### config.mk
export PLATFORM = sky130hd
export DESIGN_NAME = bsl_out_fifo
export DESIGN_NICKNAME = d
export VERILOG_FILES = /design/src/design/bsl_pkg.sv /design/src/design/bsl_out_fifo.sv
export SDC_FILE = /design/constraint.sdc
export NUM_CORES = 1
export LEC_CHECK = 0
export BUFFER_PORTS_ARGS = -buffer_cell sky130_fd_sc_hd__buf_2
export CORE_ASPECT_RATIO = 0.7
export CORE_MARGIN = 5
export CORE_UTILIZATION = 45
export DETAILED_ROUTE_END_ITERATION = 10
export GPL_TIMING_DRIVEN = 1
export PLACE_DENSITY = 0.77
export SLEW_MARGIN = 20
export SYNTH_ARGS = -nofsm -noshare
export SYNTH_HDL_FRONTEND = slang
export SYNTH_SLANG_ARGS = --single-unit
### constraint.sdc
create_clock -name i_clk -period 15.3 [get_ports i_clk]
set_input_delay 3.06 -clock i_clk [delete_from_list [all_inputs] [get_ports i_clk]]
set_output_delay 3.06 -clock i_clk [all_outputs]
set_load 0.05 [all_outputs]
### src/design/bsl_pkg.sv
`default_nettype none
// ----------------------------------------------------------------------------
// bsl_pkg
// Shared constants, types and CRC helpers of the bucketed sample logger.
// ----------------------------------------------------------------------------
package bsl_pkg;

    // Field widths
    localparam int REQ_W   = 2;
    localparam int UTC_W   = 32;
    localparam int VAL_W   = 32;
    localparam int MS_W    = 42;
    localparam int CRC_W   = 32;
    localparam int CNT_W   = 13;
    localparam int DROP_W  = 32;
    localparam int KIND_W  = 2;

    // Bucket lengths and store size
    localparam int SPEED_BUCKET_S  = 60;
    localparam int CHARGE_BUCKET_S = 300;
    localparam int MAX_RECORDS     = 5461;

    // Request codes
    localparam logic [REQ_W-1:0] REQ_TICK    = 2'd0;
    localparam logic [REQ_W-1:0] REQ_RELEASE = 2'd1;
    localparam logic [REQ_W-1:0] REQ_PURGE   = 2'd2;

    // Record signal codes
    localparam logic [KIND_W-1:0] KIND_CHARGE = 2'd1;
    localparam logic [KIND_W-1:0] KIND_SPEED  = 2'd2;

    // Misc constants
    localparam logic [UTC_W-1:0] MIN_UTC      = 32'd1700000000;
    localparam logic [VAL_W-1:0] SPEED_THRESH = 32'h3F80_0000;
    localparam logic [VAL_W-1:0] FLOAT_INF    = 32'h7F80_0000;
    localparam logic [9:0]       MS_PER_S     = 10'd1000;
    localparam logic [31:0]      REC_MAGIC    = 32'h4D4F_5443;
    localparam logic [7:0]       REC_VERSION  = 8'd1;
    localparam logic [CRC_W-1:0] CRC_POLY     = 32'hEDB8_8320;
    localparam logic [CRC_W-1:0] CRC_INIT     = 32'hFFFF_FFFF;
    localparam int               REC_BITS     = 160;

    // Reciprocals for the bucket quotients: q = (t * RECIP) >> SHIFT
    localparam int RECIP_W   = UTC_W + 1;
    localparam int PROD_W    = UTC_W + RECIP_W;
    localparam int SPD_SHIFT = UTC_W + $clog2(SPEED_BUCKET_S);
    localparam int CHG_SHIFT = UTC_W + $clog2(CHARGE_BUCKET_S);
    localparam logic [RECIP_W-1:0] SPD_RECIP = RECIP_W'(((64'd1 << SPD_SHIFT)
        + 64'(SPEED_BUCKET_S) - 64'd1) / 64'(SPEED_BUCKET_S));
    localparam logic [RECIP_W-1:0] CHG_RECIP = RECIP_W'(((64'd1 << CHG_SHIFT)
        + 64'(CHARGE_BUCKET_S) - 64'd1) / 64'(CHARGE_BUCKET_S));

    // Raw input item (all fields, the request code included)
    typedef struct packed {
        logic [REQ_W-1:0] req_type;
        logic [UTC_W-1:0] utc_seconds;
        logic             display_valid;
        logic [VAL_W-1:0] speed_bits;
        logic [VAL_W-1:0] charge_bits;
        logic             charging;
        logic [CNT_W-1:0] release_count;
    } t_in;

    // Prepared item handed to the decision stage
    typedef struct packed {
        logic [REQ_W-1:0] req_type;
        logic             utc_ok;
        logic             display_valid;
        logic [VAL_W-1:0] speed_bits;
        logic [VAL_W-1:0] charge_bits;
        logic             charging;
        logic [CNT_W-1:0] release_count;
        logic [MS_W-1:0]  stamp_ms;
        logic [UTC_W-1:0] q_speed;
        logic [UTC_W-1:0] q_charge;
        logic [CRC_W-1:0] crc_ms_part;
        logic [CRC_W-1:0] crc_spd_part;
        logic [CRC_W-1:0] crc_soc_part;
    } t_item;

    // One result record
    typedef struct packed {
        logic [KIND_W-1:0] signal_kind;
        logic [MS_W-1:0]   stamp_ms;
        logic [VAL_W-1:0]  value_bits;
        logic [CRC_W-1:0]  record_crc;
        logic              stored;
        logic [CNT_W-1:0]  records_held;
        logic [DROP_W-1:0] drops_total;
        logic              last;
    } t_result;

    // Write strobes from the decision stage into the result queue
    typedef struct packed {
        logic wr0;
        logic wr1;
    } t_push;

    // Result queue status
    typedef struct packed {
        logic room;
        logic empty;
    } t_fifo_stat;

    typedef logic [MS_W-1:0][CRC_W-1:0]  t_ms_cols;
    typedef logic [VAL_W-1:0][CRC_W-1:0] t_val_cols;

    // Bitwise reflected CRC over a whole record, LSB of byte 0 first
    function automatic logic [CRC_W-1:0] crc_raw(input logic [CRC_W-1:0] init,
                                                 input logic [REC_BITS-1:0] msg);
        logic [CRC_W-1:0] c;
        c = init;
        for (int i = 0; i < REC_BITS; i++) begin
            c = (c >> 1) ^ ((c[0] ^ msg[i]) ? CRC_POLY : '0);
        end
        return c;
    endfunction

    // Record bytes, little endian: magic, version, kind, pad, ms, pad, value
    function automatic logic [REC_BITS-1:0] rec_msg(input logic [KIND_W-1:0] kind,
                                                    input logic [MS_W-1:0] ms,
                                                    input logic [VAL_W-1:0] val);
        return {val, 22'd0, ms, 16'd0, 6'd0, kind, REC_VERSION, REC_MAGIC};
    endfunction

    // Contribution of each stamp bit alone (zero init, no final inversion,
    // magic and version bytes cancelled out)
    function automatic t_ms_cols crc_ms_cols();
        t_ms_cols cols;
        for (int j = 0; j < MS_W; j++) begin
            cols[j] = crc_raw('0, rec_msg('0, MS_W'(1) << j, '0)
                                  ^ rec_msg('0, '0, '0));
        end
        return cols;
    endfunction

    // Contribution of each value bit alone
    function automatic t_val_cols crc_val_cols();
        t_val_cols cols;
        for (int j = 0; j < VAL_W; j++) begin
            cols[j] = crc_raw('0, rec_msg('0, '0, VAL_W'(1) << j)
                                  ^ rec_msg('0, '0, '0));
        end
        return cols;
    endfunction

    localparam t_ms_cols  CRC_MS_COLS  = crc_ms_cols();
    localparam t_val_cols CRC_VAL_COLS = crc_val_cols();

    // Final CRC of a record whose stamp and value are zero
    localparam logic [CRC_W-1:0] CRC_BASE_SPEED  =
        ~crc_raw(CRC_INIT, rec_msg(KIND_SPEED, '0, '0));
    localparam logic [CRC_W-1:0] CRC_BASE_CHARGE =
        ~crc_raw(CRC_INIT, rec_msg(KIND_CHARGE, '0, '0));

    // XOR of the stamp columns selected by the stamp bits
    function automatic logic [CRC_W-1:0] crc_ms_part(input logic [MS_W-1:0] ms);
        logic [CRC_W-1:0] p;
        p = '0;
        for (int j = 0; j < MS_W; j++) begin
            p = p ^ (ms[j] ? CRC_MS_COLS[j] : '0);
        end
        return p;
    endfunction

    // XOR of the value columns selected by the value bits
    function automatic logic [CRC_W-1:0] crc_val_part(input logic [VAL_W-1:0] val);
        logic [CRC_W-1:0] p;
        p = '0;
        for (int j = 0; j < VAL_W; j++) begin
            p = p ^ (val[j] ? CRC_VAL_COLS[j] : '0);
        end
        return p;
    endfunction

endpackage
`default_nettype wire

### src/design/bsl_out_fifo.sv
`default_nettype none
// ----------------------------------------------------------------------------
// bsl_out_fifo
// Small result queue: up to two writes per cycle, one read per cycle.
// ----------------------------------------------------------------------------
module bsl_out_fifo (
    input  wire logic              i_clk,
    input  wire logic              i_rst_n,
    input  wire bsl_pkg::t_push    i_push,
    input  wire bsl_pkg::t_result  i_res0,
    input  wire bsl_pkg::t_result  i_res1,
    input  wire logic              i_ready,
    output logic                   o_valid,
    output bsl_pkg::t_result       o_res,
    output bsl_pkg::t_fifo_stat    o_stat
);
    import bsl_pkg::*;

    localparam int DEPTH      = 4;
    localparam int PTR_W      = $clog2(DEPTH);
    localparam int FIFO_CNT_W = $clog2(DEPTH + 1);

    t_result               r_mem [DEPTH];
    logic [PTR_W-1:0]      r_wp, n_wp, r_rp, n_rp;
    logic [FIFO_CNT_W-1:0] r_count, n_count;
    logic                  rd;

    // Pointer and occupancy update
    always_comb begin
        rd      = o_valid && i_ready;
        n_wp    = r_wp + PTR_W'(i_push.wr0) + PTR_W'(i_push.wr1);
        n_rp    = r_rp + PTR_W'(rd);
        n_count = r_count + FIFO_CNT_W'(i_push.wr0) + FIFO_CNT_W'(i_push.wr1)
                  - FIFO_CNT_W'(rd);
    end

    always_ff @(posedge i_clk) begin
        if (!i_rst_n) begin
            r_wp    <= '0;
            r_rp    <= '0;
            r_count <= '0;
        end else begin
            r_wp    <= n_wp;
            r_rp    <= n_rp;
            r_count <= n_count;
        end
    end

    // Write one or two results
    always_ff @(posedge i_clk) begin
        if (i_push.wr0) begin
            r_mem[r_wp] <= i_res0;
        end
        if (i_push.wr1) begin
            r_mem[r_wp + PTR_W'(1)] <= i_res1;
        end
    end

    assign o_valid      = (r_count != '0);
    assign o_res        = r_mem[r_rp];
    assign o_stat.room  = (r_count <= FIFO_CNT_W'(DEPTH - 2));
    assign o_stat.empty = !o_valid;

endmodule
`default_nettype wire

==> impl_results.md <==
- DR DRC count: 0
- Hold_buf cts: 0
- DRT Pass-1 Iters: 4
- Power per cell area: 159 nW/um2
- CP Max Fanout: 46
- Clock sink count: 627
- Synth Warn #: 0
- Cell Area, Synth: 30100 um2
- Distinct cells, synth: 24
- Placed cell areas: 33300 um2
- Synth Register Bits: 627
- Vias in the first global route: 17903
- Area growth from synthesis to layout: 17.3%
- Worst Setup End Kind: output pin
- DIE AREA: 72200 um2
- Initial core utilization: 45.3%
- Synth top area share: 61.9%
- Final #Nets: 2321
- Critical Path AT: 3.28 ns
- Clock-pin slew on the worst setup and hold paths: 0.06 ns
- Predominant post-synthesis flop cell: edfxtp_1
- Max clock buf depth: 3
- Slew at the pin with the worst max-slew slack: between 1 and 1.5 ns
- Slew Viols, Final: 0
- CTS tree: yes
- Share of layout cells above drive strength 1: 66.7%
- DPL Wire Length: 44.8 mm
- Layout fillers: 5304
- Largest net degree at the start of global routing: 63
- Per-cell routed wire length: 25.1 um
- Final instance area: about 35000 um2
- Max-cap violation count: 0
- Syn Area/Cell: 19.5 um2
- Die Span X: between 300 and 400 um
- Commonest cells after routing, fill and taps aside: mux2_2 (620), edfxtp_1 (620), buf_2 (472)
- Slew headroom: 25.3%
- Tmin final: 6.34 ns
- Vias per Instance: 5.60
- Initial antenna violation count: 31
- RSZ-0062 raised after global routing: no
- Cell taking the most area after synthesis: edfxtp_1
- Routed wire length: 74.4 mm
- First-pass GRT wire length: about 110 mm
- Synth top area cells: edfxtp_1 (62%), mux2_2 (23%), mux4_2 (12%), buf_2 (1.1%), buf_4 (0.50%)
- Status: finished clean
- H-Tree Depth: 2
- ANT nets after route: 0
- DIE HEIGHT: 226 um
- R2R Setup Slk: 11.90 ns
- Post-synthesis async set-or-reset flop share: 0%
- Initial DRC Count: 1036
- Worst Hold Class: flip-flop to flip-flop
- WS Path Type: flip-flop to output pin
- Clk_lat worst skew: 0.62 ns
- Number of flops mapped to enable cells by yosys: 620
- Total CTS buffers: between 60 and 70
- Via Count: 16577
- Max VDD drop: 0.115 mV
- Core area: 66300 um2
- Row Count: between 70 and 80
- PostCTS Resize Cnt: 0
- Post-CTS setup repair buffer count: 0
- Fmax achieved: around 160 MHz
- Clock root buffer: clkbuf_16
- Grt total ovfl: 0
- Worst EP required: approximately 12 ns
- Post-Syn Nets: ~1900
- Setup Skew: around 0.020 ns
- IO Count: ~470
- Period Utilization, post-route: 41.4%
- Final setup vio count: 0
- Lkg Pwr: around 12 nW
- Final Hold Fails: 0
- Final setup TNS: 0 ns
- GRT Overall Usage: 20.0%
- Gp weighted congestion: 0.782
- Register area share after synthesis: between 60% and 70%
- Cells after Synth: 1541
- Worst setup SP type: flip-flop
- PortBufs: 472
-- synthesized netlist by cell type, types with 2 or more instances --
library cell    n
and2_1          8
buf_1           8
buf_2          68
buf_4          20
clkbuf_1        7
dfxtp_1         7
edfxtp_1      620
fa_1            3
ha_1            3
inv_1           6
mux2_2        620
mux4_2        155
nand3b_1        3
nor2_1          2
xor2_1          2
-- final timing paths --
path                   start      endpoint  cells past startpoint
hold / removal    r_count[0]    r_count[0]                      2
hold reg to reg   r_count[0]    r_count[0]                      2
setup reg to reg     r_wp[1]  r_mem[0][23]                      3
setup / recovery     r_rp[0]     o_res[66]                      3
-- sequential cells by signal, summed over array words and instances (netlist names) --
signal   cells
r_rp         2
r_count      3
r_wp         2
r_mem      620
-- stage by stage --
stage / power (W) / util [%] / setup slack (ns) / std cells / hold WS, ns
after floorplan: 0.00372 / - / 0.0113 / 1541 / 0.569
after CTS: 0.00567 / 53.1 / 8.63 / 2943 / 0.697
after detailed placement: 0.00417 / 50.1 / 9.33 / 2828 / 0.682
after global routing: 0.00582 / 53.2 / 8.63 / 2955 / 0.742
final: 0.00560 / 53.2 / 8.96 / 2960 / 0.695
after global placement: 0.00414 / 50.1 / 9.34 / 2828 / 0.667
-- report_power, final --
group          switching [W]  total (W)  leakage [nW]  internal [W]
Combinational        0.00123    0.00186          5.52      0.000626
Clock               0.000648    0.00150         0.970      0.000852
Sequential         0.0000854    0.00225          5.87       0.00216
-- routing by layer --
metal | up-vias | global-route usage (%) | wire length, um
met2 | 486 | 33.9 | 37400
met4 | 26 | 4.81 | 1380
met3 | 118 | 5.38 | 5200
met5 | - | 0 | 151
met1 | 8633 | 26.3 | 30200
li1 | 7314 | - | -
-- kinds of logic after synthesis --
logic type	count (synthesis)	share of synthesized area, %
and+or+nand+nor	18	0.379
DFF	627	62.4
muxes	776	34.9
buffers and inverters	109	1.89
adders and majority gates	6	0.325
xor gates and xnor gates	3	0.0874
AOI/OAI and AO/OA	2	0.0500
-- worst max-delay path, cell delays in order, from the launching register on --
cell and delay (ns):
dfxtp_4 0.86, buf_4 0.88, mux4_2 0.65, buf_2 0.24
-- layout make-up --
cell class / instances / area (um2) / area share [%]
sequential: 627 / 18800 / 53.2
tap: 891 / 1110 / 3.16
clock inverter: 40 / 347 / 0.983
antenna: 17 / 42.5 / 0.121
inverter: 6 / 22.5 / 0.0639
multi-input combinational: 805 / 10800 / 30.6
clock buffer: 75 / 1620 / 4.60
timing repair buffer: 499 / 2570 / 7.28
Note: power is estimated with default switching activity, not from simulation.
