===== src/design/bsl_pkg.sv =====
`default_nettype none
// ----------------------------------------------------------------------------
// bsl_pkg
// Shared constants, types and CRC helpers of the bucketed sample logger.
// ----------------------------------------------------------------------------
package bsl_pkg;

    // Field widths
    localparam int REQ_W   = 2;
    localparam int UTC_W   = 32;
    localparam int VAL_W   = 32;
    localparam int MS_W    = 42;
    localparam int CRC_W   = 32;
    localparam int CNT_W   = 13;
    localparam int DROP_W  = 32;
    localparam int KIND_W  = 2;

    // Bucket lengths and store size
    localparam int SPEED_BUCKET_S  = 60;
    localparam int CHARGE_BUCKET_S = 300;
    localparam int MAX_RECORDS     = 5461;

    // Request codes
    localparam logic [REQ_W-1:0] REQ_TICK    = 2'd0;
    localparam logic [REQ_W-1:0] REQ_RELEASE = 2'd1;
    localparam logic [REQ_W-1:0] REQ_PURGE   = 2'd2;

    // Record signal codes
    localparam logic [KIND_W-1:0] KIND_CHARGE = 2'd1;
    localparam logic [KIND_W-1:0] KIND_SPEED  = 2'd2;

    // Misc constants
    localparam logic [UTC_W-1:0] MIN_UTC      = 32'd1700000000;
    localparam logic [VAL_W-1:0] SPEED_THRESH = 32'h3F80_0000;
    localparam logic [VAL_W-1:0] FLOAT_INF    = 32'h7F80_0000;
    localparam logic [9:0]       MS_PER_S     = 10'd1000;
    localparam logic [31:0]      REC_MAGIC    = 32'h4D4F_5443;
    localparam logic [7:0]       REC_VERSION  = 8'd1;
    localparam logic [CRC_W-1:0] CRC_POLY     = 32'hEDB8_8320;
    localparam logic [CRC_W-1:0] CRC_INIT     = 32'hFFFF_FFFF;
    localparam int               REC_BITS     = 160;

    // Reciprocals for the bucket quotients: q = (t * RECIP) >> SHIFT
    localparam int RECIP_W   = UTC_W + 1;
    localparam int PROD_W    = UTC_W + RECIP_W;
    localparam int SPD_SHIFT = UTC_W + $clog2(SPEED_BUCKET_S);
    localparam int CHG_SHIFT = UTC_W + $clog2(CHARGE_BUCKET_S);
    localparam logic [RECIP_W-1:0] SPD_RECIP = RECIP_W'(((64'd1 << SPD_SHIFT)
        + 64'(SPEED_BUCKET_S) - 64'd1) / 64'(SPEED_BUCKET_S));
    localparam logic [RECIP_W-1:0] CHG_RECIP = RECIP_W'(((64'd1 << CHG_SHIFT)
        + 64'(CHARGE_BUCKET_S) - 64'd1) / 64'(CHARGE_BUCKET_S));

    // Raw input item (all fields, the request code included)
    typedef struct packed {
        logic [REQ_W-1:0] req_type;
        logic [UTC_W-1:0] utc_seconds;
        logic             display_valid;
        logic [VAL_W-1:0] speed_bits;
        logic [VAL_W-1:0] charge_bits;
        logic             charging;
        logic [CNT_W-1:0] release_count;
    } t_in;

    // Prepared item handed to the decision stage
    typedef struct packed {
        logic [REQ_W-1:0] req_type;
        logic             utc_ok;
        logic             display_valid;
        logic [VAL_W-1:0] speed_bits;
        logic [VAL_W-1:0] charge_bits;
        logic             charging;
        logic [CNT_W-1:0] release_count;
        logic [MS_W-1:0]  stamp_ms;
        logic [UTC_W-1:0] q_speed;
        logic [UTC_W-1:0] q_charge;
        logic [CRC_W-1:0] crc_ms_part;
        logic [CRC_W-1:0] crc_spd_part;
        logic [CRC_W-1:0] crc_soc_part;
    } t_item;

    // One result record
    typedef struct packed {
        logic [KIND_W-1:0] signal_kind;
        logic [MS_W-1:0]   stamp_ms;
        logic [VAL_W-1:0]  value_bits;
        logic [CRC_W-1:0]  record_crc;
        logic              stored;
        logic [CNT_W-1:0]  records_held;
        logic [DROP_W-1:0] drops_total;
        logic              last;
    } t_result;

    // Write strobes from the decision stage into the result queue
    typedef struct packed {
        logic wr0;
        logic wr1;
    } t_push;

    // Result queue status
    typedef struct packed {
        logic room;
        logic empty;
    } t_fifo_stat;

    typedef logic [MS_W-1:0][CRC_W-1:0]  t_ms_cols;
    typedef logic [VAL_W-1:0][CRC_W-1:0] t_val_cols;

    // Bitwise reflected CRC over a whole record, LSB of byte 0 first
    function automatic logic [CRC_W-1:0] crc_raw(input logic [CRC_W-1:0] init,
                                                 input logic [REC_BITS-1:0] msg);
        logic [CRC_W-1:0] c;
        c = init;
        for (int i = 0; i < REC_BITS; i++) begin
            c = (c >> 1) ^ ((c[0] ^ msg[i]) ? CRC_POLY : '0);
        end
        return c;
    endfunction

    // Record bytes, little endian: magic, version, kind, pad, ms, pad, value
    function automatic logic [REC_BITS-1:0] rec_msg(input logic [KIND_W-1:0] kind,
                                                    input logic [MS_W-1:0] ms,
                                                    input logic [VAL_W-1:0] val);
        return {val, 22'd0, ms, 16'd0, 6'd0, kind, REC_VERSION, REC_MAGIC};
    endfunction

    // Contribution of each stamp bit alone (zero init, no final inversion,
    // magic and version bytes cancelled out)
    function automatic t_ms_cols crc_ms_cols();
        t_ms_cols cols;
        for (int j = 0; j < MS_W; j++) begin
            cols[j] = crc_raw('0, rec_msg('0, MS_W'(1) << j, '0)
                                  ^ rec_msg('0, '0, '0));
        end
        return cols;
    endfunction

    // Contribution of each value bit alone
    function automatic t_val_cols crc_val_cols();
        t_val_cols cols;
        for (int j = 0; j < VAL_W; j++) begin
            cols[j] = crc_raw('0, rec_msg('0, '0, VAL_W'(1) << j)
                                  ^ rec_msg('0, '0, '0));
        end
        return cols;
    endfunction

    localparam t_ms_cols  CRC_MS_COLS  = crc_ms_cols();
    localparam t_val_cols CRC_VAL_COLS = crc_val_cols();

    // Final CRC of a record whose stamp and value are zero
    localparam logic [CRC_W-1:0] CRC_BASE_SPEED  =
        ~crc_raw(CRC_INIT, rec_msg(KIND_SPEED, '0, '0));
    localparam logic [CRC_W-1:0] CRC_BASE_CHARGE =
        ~crc_raw(CRC_INIT, rec_msg(KIND_CHARGE, '0, '0));

    // XOR of the stamp columns selected by the stamp bits
    function automatic logic [CRC_W-1:0] crc_ms_part(input logic [MS_W-1:0] ms);
        logic [CRC_W-1:0] p;
        p = '0;
        for (int j = 0; j < MS_W; j++) begin
            p = p ^ (ms[j] ? CRC_MS_COLS[j] : '0);
        end
        return p;
    endfunction

    // XOR of the value columns selected by the value bits
    function automatic logic [CRC_W-1:0] crc_val_part(input logic [VAL_W-1:0] val);
        logic [CRC_W-1:0] p;
        p = '0;
        for (int j = 0; j < VAL_W; j++) begin
            p = p ^ (val[j] ? CRC_VAL_COLS[j] : '0);
        end
        return p;
    endfunction

endpackage
`default_nettype wire


===== src/design/bsl_core.sv =====
`default_nettype none
// ----------------------------------------------------------------------------
// bsl_core
// Logging decision, record count, drop count and bucket marks.
// ----------------------------------------------------------------------------
module bsl_core (
    input  wire logic            i_clk,
    input  wire logic            i_rst_n,
    input  wire logic            i_cfg_valid,
    input  wire logic            i_cfg_data,
    input  wire logic            i_fire,
    input  wire bsl_pkg::t_item  i_item,
    output bsl_pkg::t_push       o_push,
    output bsl_pkg::t_result     o_res0,
    output bsl_pkg::t_result     o_res1
);
    import bsl_pkg::*;

    logic              r_cache_enable;
    logic [UTC_W-1:0]  r_seen_speed, n_seen_speed;
    logic [UTC_W-1:0]  r_seen_charge, n_seen_charge;
    logic              r_was_moving, n_was_moving;
    logic [CNT_W-1:0]  r_record_total, n_record_total;
    logic [DROP_W-1:0] r_drop_total, n_drop_total;

    logic              moving, tick_on;
    logic              want_spd, want_stop, emit_spd, emit_chg;
    logic              ok1, ok2;
    logic [CNT_W-1:0]  held1, held_a, held2;
    logic [DROP_W-1:0] drop1, drop_a, drop2;
    t_result           spd_res, chg_res;

    // Decide which records this item produces and update the counters
    always_comb begin
        n_seen_speed   = r_seen_speed;
        n_seen_charge  = r_seen_charge;
        n_was_moving   = r_was_moving;
        n_record_total = r_record_total;
        n_drop_total   = r_drop_total;
        o_push         = '0;
        o_res0         = '0;
        o_res1         = '0;

        moving    = (i_item.speed_bits > SPEED_THRESH) && (i_item.speed_bits <= FLOAT_INF);
        tick_on   = r_cache_enable && i_item.display_valid && i_item.utc_ok;
        want_spd  = moving && (i_item.q_speed != r_seen_speed);
        want_stop = !moving && r_was_moving;
        emit_spd  = want_spd || want_stop;
        emit_chg  = (moving || i_item.charging) && (i_item.q_charge != r_seen_charge);

        // Speed record goes first
        ok1    = (r_record_total < CNT_W'(MAX_RECORDS));
        held1  = ok1 ? r_record_total + 1'b1 : r_record_total;
        drop1  = ok1 ? r_drop_total : r_drop_total + 1'b1;
        held_a = emit_spd ? held1 : r_record_total;
        drop_a = emit_spd ? drop1 : r_drop_total;

        ok2    = (held_a < CNT_W'(MAX_RECORDS));
        held2  = ok2 ? held_a + 1'b1 : held_a;
        drop2  = ok2 ? drop_a : drop_a + 1'b1;

        spd_res.signal_kind  = KIND_SPEED;
        spd_res.stamp_ms     = i_item.stamp_ms;
        spd_res.value_bits   = want_spd ? i_item.speed_bits : '0;
        spd_res.record_crc   = CRC_BASE_SPEED ^ i_item.crc_ms_part
                               ^ (want_spd ? i_item.crc_spd_part : '0);
        spd_res.stored       = ok1;
        spd_res.records_held = held1;
        spd_res.drops_total  = drop1;
        spd_res.last         = !emit_chg;

        chg_res.signal_kind  = KIND_CHARGE;
        chg_res.stamp_ms     = i_item.stamp_ms;
        chg_res.value_bits   = i_item.charge_bits;
        chg_res.record_crc   = CRC_BASE_CHARGE ^ i_item.crc_ms_part ^ i_item.crc_soc_part;
        chg_res.stored       = ok2;
        chg_res.records_held = held2;
        chg_res.drops_total  = drop2;
        chg_res.last         = 1'b1;

        if (i_fire) begin
            case (i_item.req_type)
                REQ_TICK: begin
                    if (tick_on) begin
                        o_push.wr0     = emit_spd || emit_chg;
                        o_push.wr1     = emit_spd && emit_chg;
                        o_res0         = emit_spd ? spd_res : chg_res;
                        o_res1         = chg_res;
                        n_was_moving   = moving;
                        n_record_total = emit_chg ? held2 : held_a;
                        n_drop_total   = emit_chg ? drop2 : drop_a;
                        if (want_spd && ok1) begin
                            n_seen_speed = i_item.q_speed;
                        end
                        if (emit_chg && ok2) begin
                            n_seen_charge = i_item.q_charge;
                        end
                    end
                end
                REQ_RELEASE: begin
                    n_record_total = (i_item.release_count >= r_record_total) ? '0
                                     : r_record_total - i_item.release_count;
                end
                REQ_PURGE: begin
                    n_record_total = '0;
                end
                default: begin
                end
            endcase
        end
    end

    // Hold state and the enable register
    always_ff @(posedge i_clk) begin
        if (!i_rst_n) begin
            r_cache_enable <= 1'b0;
            r_seen_speed   <= '0;
            r_seen_charge  <= '0;
            r_was_moving   <= 1'b0;
            r_record_total <= '0;
            r_drop_total   <= '0;
        end else begin
            if (i_cfg_valid) begin
                r_cache_enable <= i_cfg_data;
            end
            r_seen_speed   <= n_seen_speed;
            r_seen_charge  <= n_seen_charge;
            r_was_moving   <= n_was_moving;
            r_record_total <= n_record_total;
            r_drop_total   <= n_drop_total;
        end
    end

endmodule
`default_nettype wire


===== config.mk =====
export PLATFORM = sky130hd
export DESIGN_NAME = bsl_core
export DESIGN_NICKNAME = d
export VERILOG_FILES = /design/src/design/bsl_pkg.sv /design/src/design/bsl_core.sv
export SDC_FILE = /design/constraint.sdc
export NUM_CORES = 1
export LEC_CHECK = 0
export BUFFER_PORTS_ARGS = -buffer_cell sky130_fd_sc_hd__clkbuf_2
export CAP_MARGIN = 30
export CORE_AREA = 2 2 234 236
export DETAILED_ROUTE_END_ITERATION = 16
export DIE_AREA = 0 0 236 238
export RECOVER_POWER = 50
export SLEW_MARGIN = 20
export SYNTH_ARGS = -nofsm -noshare
export SYNTH_HDL_FRONTEND = slang
export SYNTH_SLANG_ARGS = --single-unit

===== constraint.sdc =====
create_clock -name i_clk -period 9.6 [get_ports i_clk]
set_input_delay 1.92 -clock i_clk [delete_from_list [all_inputs] [get_ports i_clk]]
set_output_delay 1.92 -clock i_clk [all_outputs]
set_load 0.05 [all_outputs]

==> metrics.md <==
| Metric | Value |
|---|---|
| Filler Cell Count | 6102 |
| Hold_sp | r_was_moving |
| Pins Over Slew Limit | 64 |
| Sw Ratio | 34.4% |
| Inserted Clock Buffers | 9 |
| WL/cell | 19.6 um |
| Main synth FF type | dfxtp_1 |
| Clk pwr share | 34.9% |
| Post-synthesis instance total | 1863 |
| Clock latency on the worst-skew pair | 0.40 ns |
| Initial core utilization | 24.0% |
| Hold violation count in the final report | 0 |
| Resized cells post-CTS | 0 |
| Critical path launch point type | input pin |
| Die Wd | 236 um |
| IO buf count | 599 |
| Finish-stage setup viols | 0 |
| Top post-synthesis cells by area | dfxtp_1 (17%), xnor2_1 (13%), nor2_1 (7.2%) |
| Reg2reg start | r_seen_speed[25] |
| Post-synthesis sequential area ratio | 17.3% |
| Slowest cell on crit path | o211ai_1 |
| Comb pwr share | 24.4% |
| Mean Syn Cell Area | 6.89 um2 |
| Post-Syn Nets | 2173 |
| Die H | 238 um |
| Top post-synthesis cells by count | nor2_1 (247), nand2_1 (197), xnor2_1 (187) |
| Leading cell type by number of instances after synthesis | nor2_1 |
| Layout Nets | 2636 |
| Antenna Nets Post-Route | 0 |
| Final wirelength | 59300 um |
| Share of post-route cells with drive strength above 1 | 24.2% |
| # hold bufs at CTS | 0 |
| Synth cell types | 87 |
| GPL Wtd Cong | 0.893 |
| Total Routing Usage GR | 20.1% |
| Actual slew at the worst max-slew pin | 2.84 ns |
| Pwr Total | 1.18 mW |
| Top cell by count, worst path | clkbuf_1 |
| CTS root buffer | clkbuf_16 |
| Syn Std Cell Area | 12800 um2 |
| Status | finished with violations |
| Async S/R FF share, synth | 0% |
| RR Endpoint | r_drop_total[30] |
| DRT iter0 DRCs | 966 |
| Critical path's top delay family | compound AO/OA/AOI/OAI gates |
| Core ar. | 53500 um2 |
| Critical setup path kind | in2out |
| CTS tree | built |
| RSZ-0062 raised after global routing | no |
| Post-CTS Repair Setup Buffers | 0 |
| First-pass GRT wire length | 87400 um |
| Fin crit period | 9.11 ns |
| Worst Path Required | 7.68 ns |
| Max Fclk | 110 MHz |
| Leak | 6.22 nW |
| First-pass iteration count of the detailed router | 6 |
| Yosys warns | 0 |
| Max stage delay on crit path | 0.88 ns |
| Die area | 56200 um2 |
| Pwr Density | 72.5 nW/um2 |
| Hold Path Sink | r_was_moving |
| Vias post-DR | 15156 |
| Yosys reg bits | 111 |
| Largest net degree at the start of global routing | 120 |
| Sw Pwr | 404 uW |
| Yosys top cell area share | 17.3% |
| H-tree Lvls | 3 |
| Max-Cap Viols | 3 |
| Crit path DAT | 7.19 ns |
| Avg Vias per Cell | 5.00 |
| Internal Power | 771 uW |
| Failing checks | max-capacitance violations, max-slew violations |
| Flop2flop setup slack | 2.79 ns |
| CP Buf/Inv Count | 3 |
| Crit-path max FO | 20 |
| Sequential share of power | 40.8% |
| DP HPWL | 47000 um |
| Cell row count | 85 |
| Worst vdd ir | 0.000106 V |
| CP Capture Type | output port |
| Number of flops mapped to enable cells by yosys | 0 |
| Synth area leader | dfxtp_1 |
| FF-to-FF path depth | 14 |
| Setup Skew | 0.0276 ns |
| Initial antenna violation count | 5 |
| Io pins | 601 |
| Clock sink count | 111 |
| Worst Hold Class | reg2reg |
| Vias in the first global route | 14138 |
| Max Root-Sink Buffers | 2 |
| Total grt overflow | 0 |
| Max_slew headroom | -94.4% |
| DRC Markers | 0 |
| Area grow syn2layout | 26.2% |
| Hold Crit Depth | 2 |
| Fraction of the cycle the final worst path needs | 94.9% |
| Reg clk slew, reported paths | 0.09 ns |
| Setup TNS Final | 0 ns |
| Worst-path cell chain | clkbuf_1 -> nor4_1 -> nand4_1 -> o211a_1 -> o211ai_1 -> and3_1 -> xnor2_1 -> o2111ai_1 -> clkbuf_1 -> a211oi_4 -> nand4b_1 -> a21o_1 -> a21oi_1 -> clkbuf_2 |
## cell families (layout without fill, tap and decap cells)
kind of cell    count (synthesis)  count (layout)  share of synthesized area [%]
compound gates                396             396                           21.2
xor+xnor                      268             268                           18.3
fa+ha+maj                      21              21                           2.11
buf+inv                       227             695                           8.32
flops                         111             111                           17.3
mux                            16              16                           1.27
other cells                     1               5                         0.0292
simple gates                  823             823                           31.5
## worst register-to-register path: stages, from the launching register on
cell and delay, ns:
dfxtp_1 0.33, xnor2_1 0.18, nand4_1 0.14, nor4_1 0.55
buf_4 0.23, o211ai_1 0.41, and3_1 0.39, xnor2_1 0.34
o2111ai_1 0.37, clkbuf_1 0.36, a2111oi_0 2.33, clkbuf_1 0.50
a31oi_1 0.17, or3_1 0.32, a21oi_1 0.13
## flip-flops by register name (all words and copies together) (netlist names)
| signal | flops |
|---|---|
| r_seen_speed | 32 |
| r_seen_charge | 32 |
| r_record_total | 13 |
| r_drop_total | 32 |
| r_was_moving | 1 |
| r_cache_enable | 1 |
## placed cells by master, fill, tap and decap left out, types with 7 or more instances in the layout
master     count
a21o_1        13
a21oi_1      135
a22o_1        23
a22oi_1       26
a31o_2         8
a31oi_1       26
a32oi_1        7
a41oi_1       11
and2_0         8
and2_1        83
and3_1        17
and4_1         7
buf_4         31
clkbuf_1     128
clkbuf_16      9
clkbuf_2     474
dfxtp_1      111
ha_1          20
inv_1         43
mux2i_1       14
nand2_1      196
nand3_1       83
nand4_1       45
nand4b_1       8
nor2_1       244
nor3_1        47
nor3b_1        7
nor4_1        21
o2111ai_1      7
o211ai_1       9
o21ai_0       54
or3_1         13
xnor2_1      187
xor2_1        81
## worst max path at each step
| stage | start | endpoint | slack (ns) | cells after the start |
|---|---|---|---|---|
| after floorplan | i_item[265] | o_res1[13] | 1.49 | 18 |
| after global placement | i_item[265] | o_res0[43] | 0.54 | 14 |
| after detailed placement | i_item[265] | o_res0[43] | 0.53 | 14 |
| after CTS | i_item[265] | o_res0[43] | 0.50 | 14 |
| after global routing | i_item[282] | o_res0[80] | 0.03 | 9 |
| final | i_item[265] | o_res0[23] | 0.49 | 14 |
## per-stage QoR
stage | worst slack (ns) | utilization, % | cell area [um2] | hold WS [ns] | cells
5_1_grt | 0.0307 | 30.3 | 16200 | 0.482 | 3030
6_report | 0.488 | 30.3 | 16200 | 0.463 | 3031
2_1_floorplan | 1.49 | - | 12800 | 0.436 | 1863
3_5_place_dp | 0.527 | 30.2 | 16100 | 0.454 | 3011
4_1_cts | 0.500 | 30.7 | 16400 | 0.467 | 3027
3_3_place_gp | 0.545 | 30.1 | 16100 | 0.443 | 3009
## area by class of cell
cell class | count | area [um2] | share of cell area [%]
tap | 696 | 871 | 5.38
multi-input combinational | 1525 | 9520 | 58.8
clock inverter | 7 | 73.8 | 0.456
antenna | 4 | 10.0 | 0.0618
inverter | 45 | 170 | 1.05
sequential | 111 | 2220 | 13.7
clock buffer | 9 | 225 | 1.39
timing repair buffer | 634 | 3110 | 19.2
## per-layer routing
layer | track usage, % | share of wire (%)
met5 | 0 | 0.056
met3 | 4.41 | 7.2
met2 | 35.0 | 49
met4 | 9.28 | 4.5
met1 | 23.5 | 40
## power by group through the flow
stage          clock (mW)  sequential (mW)  combinational, mW
6_report            0.410            0.479              0.286
5_1_grt             0.435            0.480              0.313
4_1_cts             0.423            0.479              0.290
3_5_place_dp            0            0.490              0.288
3_3_place_gp            0            0.490              0.288
2_1_floorplan           0            0.478              0.167
Power figures use the tool's default switching activity.
